## src/rtl/imq_pkg.sv

```systemverilog
// ----------------------------------------------------------------------------
// imq_pkg
// Shared types and constants for the IPv4 MAC masquerade switch.
// ----------------------------------------------------------------------------
package imq_pkg;

  localparam int TableEntriesDefault = 256;
  localparam int InWidth  = 296;
  localparam int OutWidth = 120;

  localparam logic [15:0] EtypeIpv4 = 16'h0800;
  localparam logic [15:0] EtypeArp  = 16'h0806;
  localparam logic [15:0] ArpReply  = 16'd2;
  localparam logic [15:0] LenEth    = 16'd14;
  localparam logic [15:0] LenIpv4   = 16'd34;
  localparam logic [15:0] LenArp    = 16'd42;

  localparam logic [1:0] VPass     = 2'd0;
  localparam logic [1:0] VDrop     = 2'd1;
  localparam logic [1:0] VRedirect = 2'd2;

  localparam logic CfgUplinkPort = 1'b0;
  localparam logic CfgUplinkMac  = 1'b1;

  typedef struct packed {
    logic        learn;
    logic        lookup;
    logic        is_reply;
    logic        is_arp;
    logic [31:0] addr;
    logic [15:0] port;
    logic [47:0] mac;
    logic [1:0]  verdict;
    logic [15:0] out_port;
    logic        set_src_mac;
    logic        set_arp_sender_mac;
    logic [47:0] new_src_mac;
  } job_t;

endpackage

```

## src/rtl/imq_front.sv

```systemverilog
// ----------------------------------------------------------------------------
// imq_front
// Classifies a frame header into a table job plus its fixed result fields.
// ----------------------------------------------------------------------------
module imq_front (
  input  logic                    clk,
  input  logic                    rst,
  input  logic                    s_valid,
  output logic                    s_ready,
  input  logic [imq_pkg::InWidth-1:0] s_data,
  input  logic [15:0]             uplink_port,
  input  logic [47:0]             uplink_mac,
  output logic                    job_valid,
  input  logic                    job_ready,
  output imq_pkg::job_t           job
);
  import imq_pkg::*;

  logic        opcode;
  logic [15:0] port, len, etype, arp_op;
  logic [47:0] src_mac, sha;
  logic [31:0] ip_src, ip_dst, sip, tip;
  job_t        job_next;
  logic [1:0]  count;
  job_t        q0, q1;

  assign opcode  = s_data[0];
  assign port    = s_data[16:1];
  assign len     = s_data[32:17];
  assign etype   = s_data[48:33];
  assign src_mac = s_data[96:49];
  assign ip_src  = s_data[128:97];
  assign ip_dst  = s_data[160:129];
  assign arp_op  = s_data[176:161];
  assign sha     = s_data[224:177];
  assign sip     = s_data[256:225];
  assign tip     = s_data[288:257];

  always_comb begin
    job_next = '0;
    job_next.port = port;
    job_next.is_reply = (arp_op == ArpReply);
    if (!opcode) begin
      if (uplink_port != 16'd0 && len >= LenEth) begin
        job_next.verdict = VRedirect;
        job_next.out_port = uplink_port;
        job_next.set_src_mac = 1'b1;
        job_next.new_src_mac = uplink_mac;
        if (etype == EtypeIpv4) begin
          job_next.learn = 1'b1;
          job_next.addr = ip_src;
          job_next.mac = src_mac;
        end else if (etype == EtypeArp) begin
          job_next.learn = 1'b1;
          job_next.addr = sip;
          job_next.mac = sha;
          job_next.set_arp_sender_mac = 1'b1;
        end
        if ((etype == EtypeIpv4 && len < LenIpv4) ||
            (etype == EtypeArp && len < LenArp)) begin
          job_next = '0;
          job_next.verdict = VDrop;
        end
        if (job_next.learn && job_next.addr == 32'd0) begin
          job_next.learn = 1'b0;
        end
      end
    end else if (len >= LenEth) begin
      if (etype == EtypeIpv4 && len >= LenIpv4) begin
        job_next.lookup = 1'b1;
        job_next.addr = ip_dst;
        job_next.is_reply = 1'b1;
      end else if (etype == EtypeArp && len >= LenArp) begin
        job_next.lookup = 1'b1;
        job_next.is_arp = 1'b1;
        job_next.addr = tip;
      end
    end
  end

  // Two-entry queue toward the table engine.
  assign s_ready   = (count != 2'd2);
  assign job_valid = (count != 2'd0);
  assign job       = q0;

  always_ff @(posedge clk) begin
    if (rst) begin
      count <= 2'd0;
    end else begin
      if (s_valid && s_ready && !(job_valid && job_ready)) begin
        count <= count + 2'd1;
      end else if (!(s_valid && s_ready) && job_valid && job_ready) begin
        count <= count - 2'd1;
      end
    end
    if (job_valid && job_ready) begin
      q0 <= q1;
      if (s_valid && s_ready) begin
        if (count == 2'd1) q0 <= job_next;
        else q1 <= job_next;
      end
    end else if (s_valid && s_ready) begin
      if (count == 2'd0) q0 <= job_next;
      else q1 <= job_next;
    end
  end

endmodule

```

## config.mk

```make
export PLATFORM = sky130hd
export DESIGN_NAME = imq_front
export DESIGN_NICKNAME = d
export VERILOG_FILES = /design/src/rtl/imq_pkg.sv /design/src/rtl/imq_front.sv
export SDC_FILE = /design/constraint.sdc
export NUM_CORES = 1
export LEC_CHECK = 0
export BUFFER_PORTS_ARGS = -buffer_cell sky130_fd_sc_hd__clkbuf_2
export CORE_AREA = 8 8 199 201
export DETAILED_ROUTE_END_ITERATION = 16
export DIE_AREA = 0 0 207 209
export PLACE_DENSITY = 0.73
export REMOVE_ABC_BUFFERS = 1
export SYNTH_ARGS = -nofsm -noshare
export SYNTH_HDL_FRONTEND = slang
export SYNTH_SLANG_ARGS = --single-unit
export TNS_END_PERCENT = 50
```

## constraint.sdc

```tcl
create_clock -name clk -period 4.9 [get_ports clk]
set_input_delay 0.49 -clock clk [delete_from_list [all_inputs] [get_ports clk]]
set_output_delay 0.49 -clock clk [all_outputs]
set_load 0.02 [all_outputs]
```

# Yosys cells after proc, flatten, opt, wreduce, memory -nomap -nowiden
# Index checks and enable logic that the tools add are counted.
# classes
n_lt_le_gt_ge,5
n_mux,34
multipliers,0
n_div,0
addsub,2
bitwise,0
eq_ne,7
n_reduce_logical,23
shift,0
# ops
cell,n
$mux 168,14
$mux 132,1
$mux 32,3
$mux 48,2
$mux 35,2
$mux 33,1
$eq 16x12->1 const B,2
$ge 16x6->1 const B,2
$logic_not 32->1,1
$lt 16x6->1 const B,2
$eq 16x2->1 const B,1
$ge 16x4->1 const B,1
$reduce_bool 16->1,1
$logic_and 1x1->1,11
$mux 1,9
$reduce_bool 2->1,4
$ne 2x2->1 const B,3
$mux 2,2
$reduce_and 3->1,1
$add 2x1->2 const B,1
$eq 2x1->1 const B,1
$logic_not 1->1,2
$logic_not 2->1,1
$reduce_and 2->1,1
other kinds (2),2
# totals
n_memories,0
inputBits,364
out_inout_bits,170
wordCells,96
reg_bits,338
mem_bits_ro,0
ram_bits,0
latchBits,0

# Logic depth before layout (Yosys ltp)
# Gate-level depths: netlist (run 1).
# depth
word_depth,14
depth_mapped,10
ltp_nobuf,7

# Least setup slack after synthesis (run 1)
# Ideal clock, no wire load.
# synth_timing
path_kind,reg2reg
from,reg count[0]
to,reg q1[0] (netlist bit) (enable)
t_arrival_ns,4.846
n_path_buf,1
setup_time_ns,0.548
setup_slack_ns,-0.494
period_less_slack_ns,5.394
stages_incl_launch_ff,6
t_required_ns,4.352
path_cell_list,dfxtp_1 -> inv_1 -> ha_1 -> nor2b_1 -> clkbuf_1 -> and3_1
# synth_via
elab_chain_cells,4
word_cells_on_any_way,9
classes_between,4 x eq/ne; 5 x reduce/logical
# synth_lines
item,line_no,source
start: declaration,imq_front.sv:24,logic [1:0] count;
start signal: assignment,imq_front.sv:91,count <= count + 2'd1;
start signal: assignment,imq_front.sv:93,count <= count - 2'd1;
$reduce_bool 2->1,imq_front.sv:83,assign job_valid = (count != 2'd0);
$logic_and 1x1->1,imq_front.sv:96,if (job_valid && job_ready) begin
$ne 2x2->1 (no source line),--,
$reduce_and 3->1 (no source line) (*),--,
end signal: assignment,imq_front.sv:100,else q1 <= job_next;
end signal: assignment,imq_front.sv:104,else q1 <= job_next;
end: declaration,imq_front.sv:25,"job_t q0, q1;"
# Mark *: on every way between the ends. The rest lies on a longest branch, timed or not.
# A chain may end at the register's enable or synchronous reset.

# Worst setup path after layout (run 1)
# layout_timing
from,in s_data[42] (netlist bit)
to,"reg q0 (netlist bit job[7]), data pin"
# layout_via
elab_chain_cells,11
word_cells_on_any_way,15
classes_between,2 x eq/ne; 10 x mux; 3 x reduce/logical
# layout_lines
item,line_no,source
start: declaration,imq_front.sv:10,"input logic [imq_pkg::InWidth-1:0] s_data,"
"$eq 16x12->1, on equally long branches","imq_front.sv:59, imq_front.sv:60",
"$logic_and 1x1->1, on equally long branches","imq_front.sv:59, imq_front.sv:60",
$logic_or 1x1->1 (*),imq_front.sv:59,if ((etype == EtypeIpv4 && len < LenIpv4) ||
$mux 168 (*),imq_front.sv:59,
$mux 168 (*),imq_front.sv:44,if (uplink_port != 16'd0 && len >= LenEth) begin
$mux 168 (*),imq_front.sv:43,if (!opcode) begin
$mux 168 (*),imq_front.sv:44,
$mux 132 (*),imq_front.sv:43,
"$mux 168, on equally long branches","imq_front.sv:103, imq_front.sv:99",
"$mux 168, on equally long branches","imq_front.sv:102, imq_front.sv:98",
$mux 168 (*),imq_front.sv:96,
end signal: assignment,imq_front.sv:97,q0 <= q1;
end signal: assignment,imq_front.sv:99,if (count == 2'd1) q0 <= job_next;
end signal: assignment,imq_front.sv:103,if (count == 2'd0) q0 <= job_next;
end: declaration,imq_front.sv:25,
# Mark *: on every way between the ends. The rest lies on a longest branch, timed or not. The select of a mux whose other input is x is not followed.

==> flow_summary.toml, run 1 <==
[outcome]
status = "completed"

[floorplanning]
initial_utilization_pct = 43.11
core_mm2 = 0.03626
io_pins = 534
rows = 70
die_w_um = 207
chipHeight_um = 209
die_area_mm2 = 0.04326

[hold_path]
hold_path_class = "input pin to flip-flop"

[timing]
finalSetupViolCount = 0
fin_setup_tns_ps = 0
fmax_mhz = 333.5
skew_ps = 16.99
holdWs_ps = 154.8
hold_violations = 0
period_share_pct = 61.18
post-route-min-period_ps = 2998
rsz0062_at_grt = "no"
tightestPinTransition_ps = 1135
slew_headroom_pct = 24.32
maxSlewViolCount = 0

[yosys]
ys_seq_area_share_pct = 64.42
synth_edf_count = 334
syn_avg_cell_area_um2 = 11.66
synthArstFlopShare_pct = 0
synth_area_leader_cell = "edfxtp_1"
syn_area_mm2 = 0.01563
postSynthCellCount = 1341
yosysWarnings = 0
synth_common_cells = "334 x edfxtp_1, 253 x nand2_1, 87 x nor2_1"
synth.distinct_cells = 46
synth.top_cell.area_share_pct = 64.16
ys_ff_latch = 336
synth_top_cells_by_area = "edfxtp_1 64%, nand2_1 6.1%, o21ai_0 2.8%, and2_1 2.7%, o31ai_1 2.4%"
synth_ff_type = "edfxtp_1"
yosysMostFrequentCell = "edfxtp_1"

[clock_tree]
cts_setup_buffers = 0
clock_path_buffers = 3
cts_buffers = 37
ctsResizeCount = 0
cts_max_level = 2
cts.sinks = 336
tritoncts = "yes"
cts.clk_slew.worst_paths_ps = 60
clk_latency_ps = 520
hold_buffers = 0
cts-root-buf = "clkbuf_16"

[global_route]
grt_pass1_wl_mm = 78.18
grt_max_degree = 185
overflow = 0
antenna_found_initial = 3
track_usage_pct = 22.73
grt_pass1_vias = 13220

[routing]
dr.first_iter.drc_count = 1165
drc = 0
drtPass1Iterations = 5
wl_per_cell_um = 22.38
wl_mm = 51.47
via_per_inst = 5.717
vias = 13150
final_antenna_net_count = 0

[pwr]
p_total_w = 0.01123
power.leakage_nw = 7.894
vdd_drop_max_uv = 710.5
power_density_mw_per_mm2 = 571.7

[run]
maxCapViolations = 0

[placed_design]
placed_area_mm2 = 0.01856
hpwl_mm = 36.39
routabilityCongestion = 0.9296
placedCellCount = 2235
port_buffers = 525

[finish]
layout.nets = 2173
fillCellCount = 3166
drive_above_1_share_pct = 33.81
regArea_mm2 = 0.01007
design_area_mm2 = 0.01965
multi_input_area_mm2 = 0.005024
area_growth_syn_to_layout_pct = 25.69
post_layout_nonfiller_instances = 2300

[critical_path]
critical_path_required_ps = 5120
arrival_ps = 3210
worstSetupStartpointType = "input pin"
criticalPathCategory = "input pin to flip-flop"
critPathCaptureType = "flip-flop"
cp_max_fo = 95
report_power, final:
part / total [W] / internal (W) / leakage, nW / switching, W
Sequential: 0.00503 / 0.00469 / 3.26 / 0.000339
Combinational: 0.00366 / 0.000936 / 4.09 / 0.00272
Clock: 0.00254 / 0.00144 / 0.539 / 0.00111
Total: 0.0112 / 0.00706 / 7.89 / 0.00417
worst max-delay path: stages:
cell,delay (ps)
clkbuf_2,110
nor4b_4,410
and4_4,530
a21oi_4,330
o21ai_4,260
buf_4,710
o21ai_0,240
stage by stage:
stage	worst slack, ps	util, %
final	1902	54.19
after floorplan	-3321	-
after CTS	1961	54.18
after global placement	1458	51.19
after global routing	1739	54.19
after detailed placement	1412	51.19
routing by layer:
layer  vias to the layer above  global-route usage (%)  part of all wire [%]
met5                         -                       0                 0.025
met4                         2                   8.627                   3.7
met3                        96                   6.330                    10
met2                       785                   37.11                    48
met1                      6258                   28.57                    38
li1                       6009                       -                     -
cell type report:
cell class | instances | share of cell area [%]
inverters | 6 | 0.1146
clock inverters | 23 | 0.7260
clock buffers | 41 | 4.789
multi-input cells | 874 | 25.57
well taps | 468 | 2.980
repair buffers | 551 | 14.56
diodes | 1 | 0.01274
flip-flops and latches | 336 | 51.25
final timing paths:
check                           depth (start not counted)  slack [ps]       start        to
worst max-delay path                                    7        1900  s_data[42]    job[7]
worst max register to register                          7        2040    count[0]  job[151]
worst min-delay path                                    2         150         rst  count[1]
worst min register to register                          2         520      q1[58]   job[58]
layout by cell type (no fill, tap or decap), drive strengths merged, types with 34 or more instances in the layout:
master / synthesis / final
o21ai: 88 / 88
nand2: 253 / 253
a22oi: 48 / 48
o31ai: 51 / 51
edfxtp: 334 / 334
nand4: 39 / 39
clkbuf: 84 / 566
nand3: 34 / 34
nor2: 87 / 87
and2: 68 / 68
sequential cells by signal (all words and copies together), names as in the netlist:
register,cells
count,2
job,167
q1,167
logic make-up (layout without fill, tap and decap cells):
| kind of cell | Yosys count | count (layout) | share of synthesized area, % |
|---|---|---|---|
| DFF | 336 | 336 | 64.42 |
| and+or+nand+nor | 543 | 543 | 16.60 |
| adders and majority gates | 3 | 3 | 0.2402 |
| xor gates and xnor gates | 2 | 2 | 0.1121 |
| other | 0 | 1 | 0 |
| buffers and inverters | 131 | 621 | 3.754 |
| muxes | 1 | 1 | 0.07204 |
| AOI/OAI and AO/OA | 325 | 325 | 14.80 |
Note: power is estimated with default switching activity, not from simulation.
==> inputs of run 2 (changes only) <==
--- a/config.mk
+++ b/config.mk
@@ -5,6 +5,7 @@
 export SDC_FILE = /design/constraint.sdc
 export NUM_CORES = 1
 export LEC_CHECK = 0
+export ABC_AREA = 1
 export BUFFER_PORTS_ARGS = -buffer_cell sky130_fd_sc_hd__clkbuf_2
 export CORE_AREA = 8 8 199 201
 export DETAILED_ROUTE_END_ITERATION = 16
==> constraint.sdc (replaced) <==
create_clock -name clk -period 2.5 [get_ports clk]
set_input_delay 0.25 -clock clk [delete_from_list [all_inputs] [get_ports clk]]
set_output_delay 0.25 -clock clk [all_outputs]
set_load 0.02 [all_outputs]
==> run 2 against run 1 <==
Via count rose by 4.8%. Clock skew is 6.7 ps higher. Setup slack worse by 1700 ps. Synthesized cell count increased by 21%. Routed wire length decreased by 4.4%. First-iteration DRC count is 21% lower. Synthesized area is 0.74% lower. Critical path depth is 4 higher. Sequential power is 68% higher. Critical endpoint is now job[85].
==> flow_summary.toml, run 2 <==
[outcome]
status = "completed"

[yosys]
synth_area_leader_cell = "edfxtp_1"
synth_ff_type = "edfxtp_1"
synth_top_family_by_area = "simple AND/OR/NAND/NOR gates"
synth_top_cells_by_area = "edfxtp_1 65%, nand2_1 15%, nand3_1 5.8%, inv_1 3.9%, nor2_1 2.9%"
ys_seq_area_share_pct = 64.90
synth_xor_area_share_pct = 0
yosys.area_share.simple_pct = 26.79
ys_ff_latch = 336
synth_edf_count = 334
synth_compound_area_share_pct = 1.597
postSynthCellCount = 1628
syn_area_mm2 = 0.01552
synth_common_cells = "624 x nand2_1, 334 x edfxtp_1, 181 x nand3_1"
yosysMostFrequentCell = "nand2_1"
synthAdderAreaFrac_pct = 0.2419
synth.distinct_cells = 28
muxShareOfSynthArea_pct = 0.07257
syn_avg_cell_area_um2 = 9.531
synth.top_cell.area_share_pct = 64.64
synthArstFlopShare_pct = 0
yosysWarnings = 0

[clock_tree]
clock_path_buffers = 3
hold_buffers = 81
cts_setup_buffers = 0
ctsResizeCount = 0
cts_buffers = 37
cts.clk_slew.worst_paths_ps = 70
cts-root-buf = "clkbuf_16"
tritoncts = "yes"
clk_latency_ps = 550
cts_max_level = 2
cts.sinks = 336

[floorplanning]
io_pins = 534
rows = 70
chipHeight_um = 209
core_mm2 = 0.03626
initial_utilization_pct = 42.79
die_area_mm2 = 0.04326
die_w_um = 207

[finish]
design_area_mm2 = 0.02112
final_common_cell = "nand2_1"
drive_above_1_share_pct = 30.91
mostFrequentLayoutCells = "622 x nand2_1, 525 x clkbuf_2, 334 x edfxtp_1"
area_growth_syn_to_layout_pct = 36.09
layout.nets = 2614

[placed_design]
routabilityCongestion = 0.8851
hpwl_mm = 34.78
placed_area_mm2 = 0.01899
port_buffers = 525

[critical_path]
arrival_ps = 2580
cp_max_fo = 18
crit_path_start = "count[0]"
max_stage_delay_ps = 320
rr_startpoint = "count[0]"
criticalPathCategory = "flip-flop to flip-flop"
cp_slowest_cell = "dfxtp_1"
critical_path_required_ps = 2810
worstSetupStartpointType = "flip-flop"
critPathCaptureType = "flip-flop"
path_cells = "inv_1 -> ha_1 -> inv_1 -> nand2_1 -> inv_1 -> nand2_4 -> buf_4 -> buf_4 -> nand3_1 -> nand2_1 -> inv_1"
path_common_cell = "inv_1"

[timing]
maxSlewViolCount = 0
tightestPinTransition_ps = 647.9
slew_headroom_pct = 56.71
rsz0062_at_grt = "no"
fmax_mhz = 440.7
holdWs_ps = 26.32
skew_ps = 23.74
post-route-min-period_ps = 2269
hold_violations = 0
period_share_pct = 90.76
finalSetupViolCount = 0

[pwr]
power.leakage_nw = 10.42
vdd_drop_max_uv = 731.6
power_density_mw_per_mm2 = 908.1

[global_route]
grt_max_degree = 57
grt_pass1_wl_mm = 76.28
grt_pass1_vias = 14330
track_usage_pct = 21.87
antenna_found_initial = 3
overflow = 0

[routing]
vias = 13780
wl_mm = 49.23
drc = 0
wl_per_cell_um = 17.95
drtPass1Iterations = 5
dr.first_iter.drc_count = 922
final_antenna_net_count = 0
via_per_inst = 5.024

[hold_path]
hold_path_class = "input pin to flip-flop"
min_from = "s_data[12]"

[run]
maxCapViolations = 0
[run 2: cell count changes after synthesis, moves of 54 or more]
cell      delta
clkbuf_1    -54
inv_1      +158
and2_1      -68
o21ai_0     -56
nand2_1    +371
nand3_1    +147
[run 2: layout make-up]
type / instances / area [µm²]
Antenna cell: 1 / 2.502
Clock buffer: 43 / 968.4
Clock inverter: 23 / 324.1
Fill cell: 2949 / 15140
Inverter: 168 / 633.1
Multi-Input combinational cell: 1045 / 4497
Sequential cell: 336 / 10070
Tap cell: 468 / 585.6
Timing Repair Buffer: 659 / 4036
[run 2: critical path, delay by kind of cell, from the launching register on]
| family | cells | cell delay (ps) |
|---|---|---|
| buffers and inverters | 6 | 850 |
| AND/OR/NAND/NOR | 4 | 610 |
| flip-flops | 1 | 320 |
| adder cells (fa/ha/maj) | 1 | 230 |
[run 2: stage by stage]
stage | TNS, ps | power [W] | setup slack (ps) | std cells | util [%]
after CTS | 0 | 0.01932 | 253.0 | 2741 | 58.17
after floorplan | -4521310 | 0.009963 | -11520 | 1549 | -
after global placement | -9287 | 0.01322 | -179.1 | 2594 | 52.37
after detailed placement | -16230 | 0.01335 | -287.2 | 2594 | 52.37
after global routing | 0 | 0.01997 | 106.1 | 2743 | 58.24
final | 0 | 0.01918 | 231.0 | 2743 | 58.24
[run 2: final timing paths]
check	end	slack [ps]	cells after the start
worst min register to register	count[0]	480	2
worst max-delay path	job[85]	230	11
worst max register to register	job[85]	230	11
worst min-delay path	q1[127]	30	3
[run 2: logic make-up after synthesis]
kind of cell,after synthesis
flops,336
fa+ha+maj,3
buf+inv,247
mux,1
compound gates,45
simple gates,996
[run 2: routing by layer]
| layer | track usage [%] | wire, µm | vias to the layer above |
|---|---|---|---|
| met5 | 0 | 13 | - |
| met1 | 25.58 | 19020 | 6357 |
| li1 | - | - | 6549 |
| met4 | 9.465 | 1906 | 2 |
| met2 | 37.19 | 23820 | 745 |
| met3 | 6.390 | 4474 | 128 |
[run 2: power by group]
part	switching (W)	total, W	leakage [nW]	internal [W]
Clock	0.00231	0.00584	0.632	0.00354
Combinational	0.00336	0.00490	6.51	0.00154
Sequential	0.000472	0.00843	3.28	0.00796
Total	0.00614	0.0192	10.4	0.0130
==> inputs of run 3 (changes only) <==
--- a/config.mk
+++ b/config.mk
@@ -7,10 +7,11 @@
 export LEC_CHECK = 0
 export ABC_AREA = 1
 export BUFFER_PORTS_ARGS = -buffer_cell sky130_fd_sc_hd__clkbuf_2
-export CORE_AREA = 8 8 199 201
+export CORE_MARGIN = 8
+export CORE_UTILIZATION = 40
 export DETAILED_ROUTE_END_ITERATION = 16
-export DIE_AREA = 0 0 207 209
-export PLACE_DENSITY = 0.73
+export GPL_TIMING_DRIVEN = 0
+export PLACE_DENSITY = 0.69
 export REMOVE_ABC_BUFFERS = 1
 export SYNTH_ARGS = -nofsm -noshare
 export SYNTH_HDL_FRONTEND = slang
==> run 3 against run 2 <==
Setup slack worse by 79 ps. Clock power is 12% lower. Die area is 4.8% higher. Sequential power is 0.6% lower. Critical path depth is 4 higher. Design area is 0.33% lower. Cell count is 0.73% higher. Utilization is 3.5 points lower. Routed wire length is 3.6% higher. Sequential share of layout area is 0.16 points higher. Critical path type is now input pin to flip-flop. Critical endpoint is now job[72]. Largest power group unchanged.
==> flow_summary.toml, run 3 (synthesis results as in run 2) <==
[routing]
wl_per_cell_um = 18.46
dr.first_iter.drc_count = 983
via_per_inst = 4.959
drtPass1Iterations = 7
vias = 13700
drc = 0
wl_mm = 51.01
final_antenna_net_count = 0

[floorplanning]
die_area_mm2 = 0.04535
initial_utilization_pct = 40.34
core_mm2 = 0.03847
die_w_um = 213.0
io_pins = 534
chipHeight_um = 213.0
rows = 72

[clock_tree]
clk_latency_ps = 540
tritoncts = "yes"
cts-root-buf = "clkbuf_16"
cts.clk_slew.worst_paths_ps = 60
cts.sinks = 336
clock_path_buffers = 3
cts_max_level = 2
cts_buffers = 36

[timing]
worst_slack_ps = 152.2
tightestPinTransition_ps = 1082
holdWs_ps = 31.68
finalSetupViolCount = 0
skew_ps = 16.43
fin_setup_tns_ps = 0
slew_headroom_pct = 27.81
post-route-min-period_ps = 2348
rsz0062_at_grt = "no"
period_share_pct = 93.91
maxSlewViolCount = 0
fmax_mhz = 425.9
hold_violations = 0

[hold_path]
hold_path_class = "input pin to flip-flop"

[critical_path]
critPathCaptureType = "flip-flop"
arrival_ps = 2770
criticalPathCategory = "input pin to flip-flop"
worstSetupStartpointType = "input pin"
cp_max_fo = 36
critical_path_required_ps = 2920

[finish]
multi_input_area_mm2 = 0.004606
mostFrequentLayoutCells = "620 x nand2_1, 525 x clkbuf_2, 334 x edfxtp_1"
layout.nets = 2586
fillCellCount = 3360
final_common_cell = "nand2_1"
area_growth_syn_to_layout_pct = 35.65
regArea_mm2 = 0.01007
post_layout_nonfiller_instances = 2763
drive_above_1_share_pct = 30.90

[global_route]
grt_pass1_vias = 13590
grt_pass1_wl_mm = 74.49
track_usage_pct = 21.18
grt_max_degree = 80
antenna_found_initial = 3
overflow = 0

[pwr]
power.leakage_nw = 10.31
vdd_drop_max_uv = 564.3
power_density_mw_per_mm2 = 891.8
p_total_w = 0.01877

[run]
maxCapViolations = 0

[outcome]
status = "completed"

[placed_design]
port_buffers = 525
placedCellCount = 2614
routabilityCongestion = 0.8419
hpwl_mm = 33.86
dp_slack_ps = -1939
==> run 3: area by class of cell <==
type / instances / share of cell area, %
sequential: 336 / 47.85
multi-input combinational: 1053 / 21.88
timing repair buffer: 623 / 18.65
clock buffer: 47 / 4.678
inverter: 168 / 3.174
tap: 518 / 3.079
clock inverter: 15 / 0.6182
timing repair inverter: 1 / 0.04161
antenna: 2 / 0.02378
==> run 3: what timing repair did <==
item | CTS | global route
setup endpoints to repair | 468 | 120
buffers inserted | 8 | 6
gates cloned | 10 | 3
hold endpoints to repair | 57 | 0
hold buffers | 58 | 0
pin swaps | 6 | 3
gates resized for setup | 24 | 3
==> run 3: metal layers <==
metal | GRT usage [%] | vias to the layer above | part of all wire [%]
met4 | 7.116 | 2 | 2.6
met1 | 26.15 | 6381 | 39
met5 | 0 | - | 0.025
met2 | 35.59 | 728 | 48
met3 | 5.768 | 89 | 9.9
li1 | - | 6501 | -
==> run 3: path summary, 6_finish.rpt <==
check / startpoint / endpoint / slack (ps) / cells after the start
setup / recovery: s_data[44] / job[72] / 150 / 15
hold / removal: s_data[285] / q1[160] / 30 / 3
setup reg to reg: count[0] / job[66] / 160 / 11
hold reg to reg: count[1] / count[1] / 490 / 2
==> run 3: critical path, stage by stage <==
cell	delay (ps)
clkbuf_2	80
inv_1	40
nor2_1	30
nand2_1	190
nor2_4	120
nand2_4	240
nor2_1	100
nor2_2	200
nand2_4	180
buf_16	230
nor2_2	640
nand2_1	170
nand3_1	130
nand2_1	60
inv_1	40
==> run 3: power breakdown <==
group / total [W] / switching, W / internal (W)
Sequential: 0.00838 / 0.000426 / 0.00795
Clock: 0.00514 / 0.00216 / 0.00298
Combinational: 0.00526 / 0.00349 / 0.00177
==> run 3: stage by stage <==
step	area [µm²]	utilization, %
finish	21050	54.72
global route	21050	54.72
CTS	20930	54.41
detailed placement	18960	49.30
global placement	18430	47.91
floorplan	15150	-
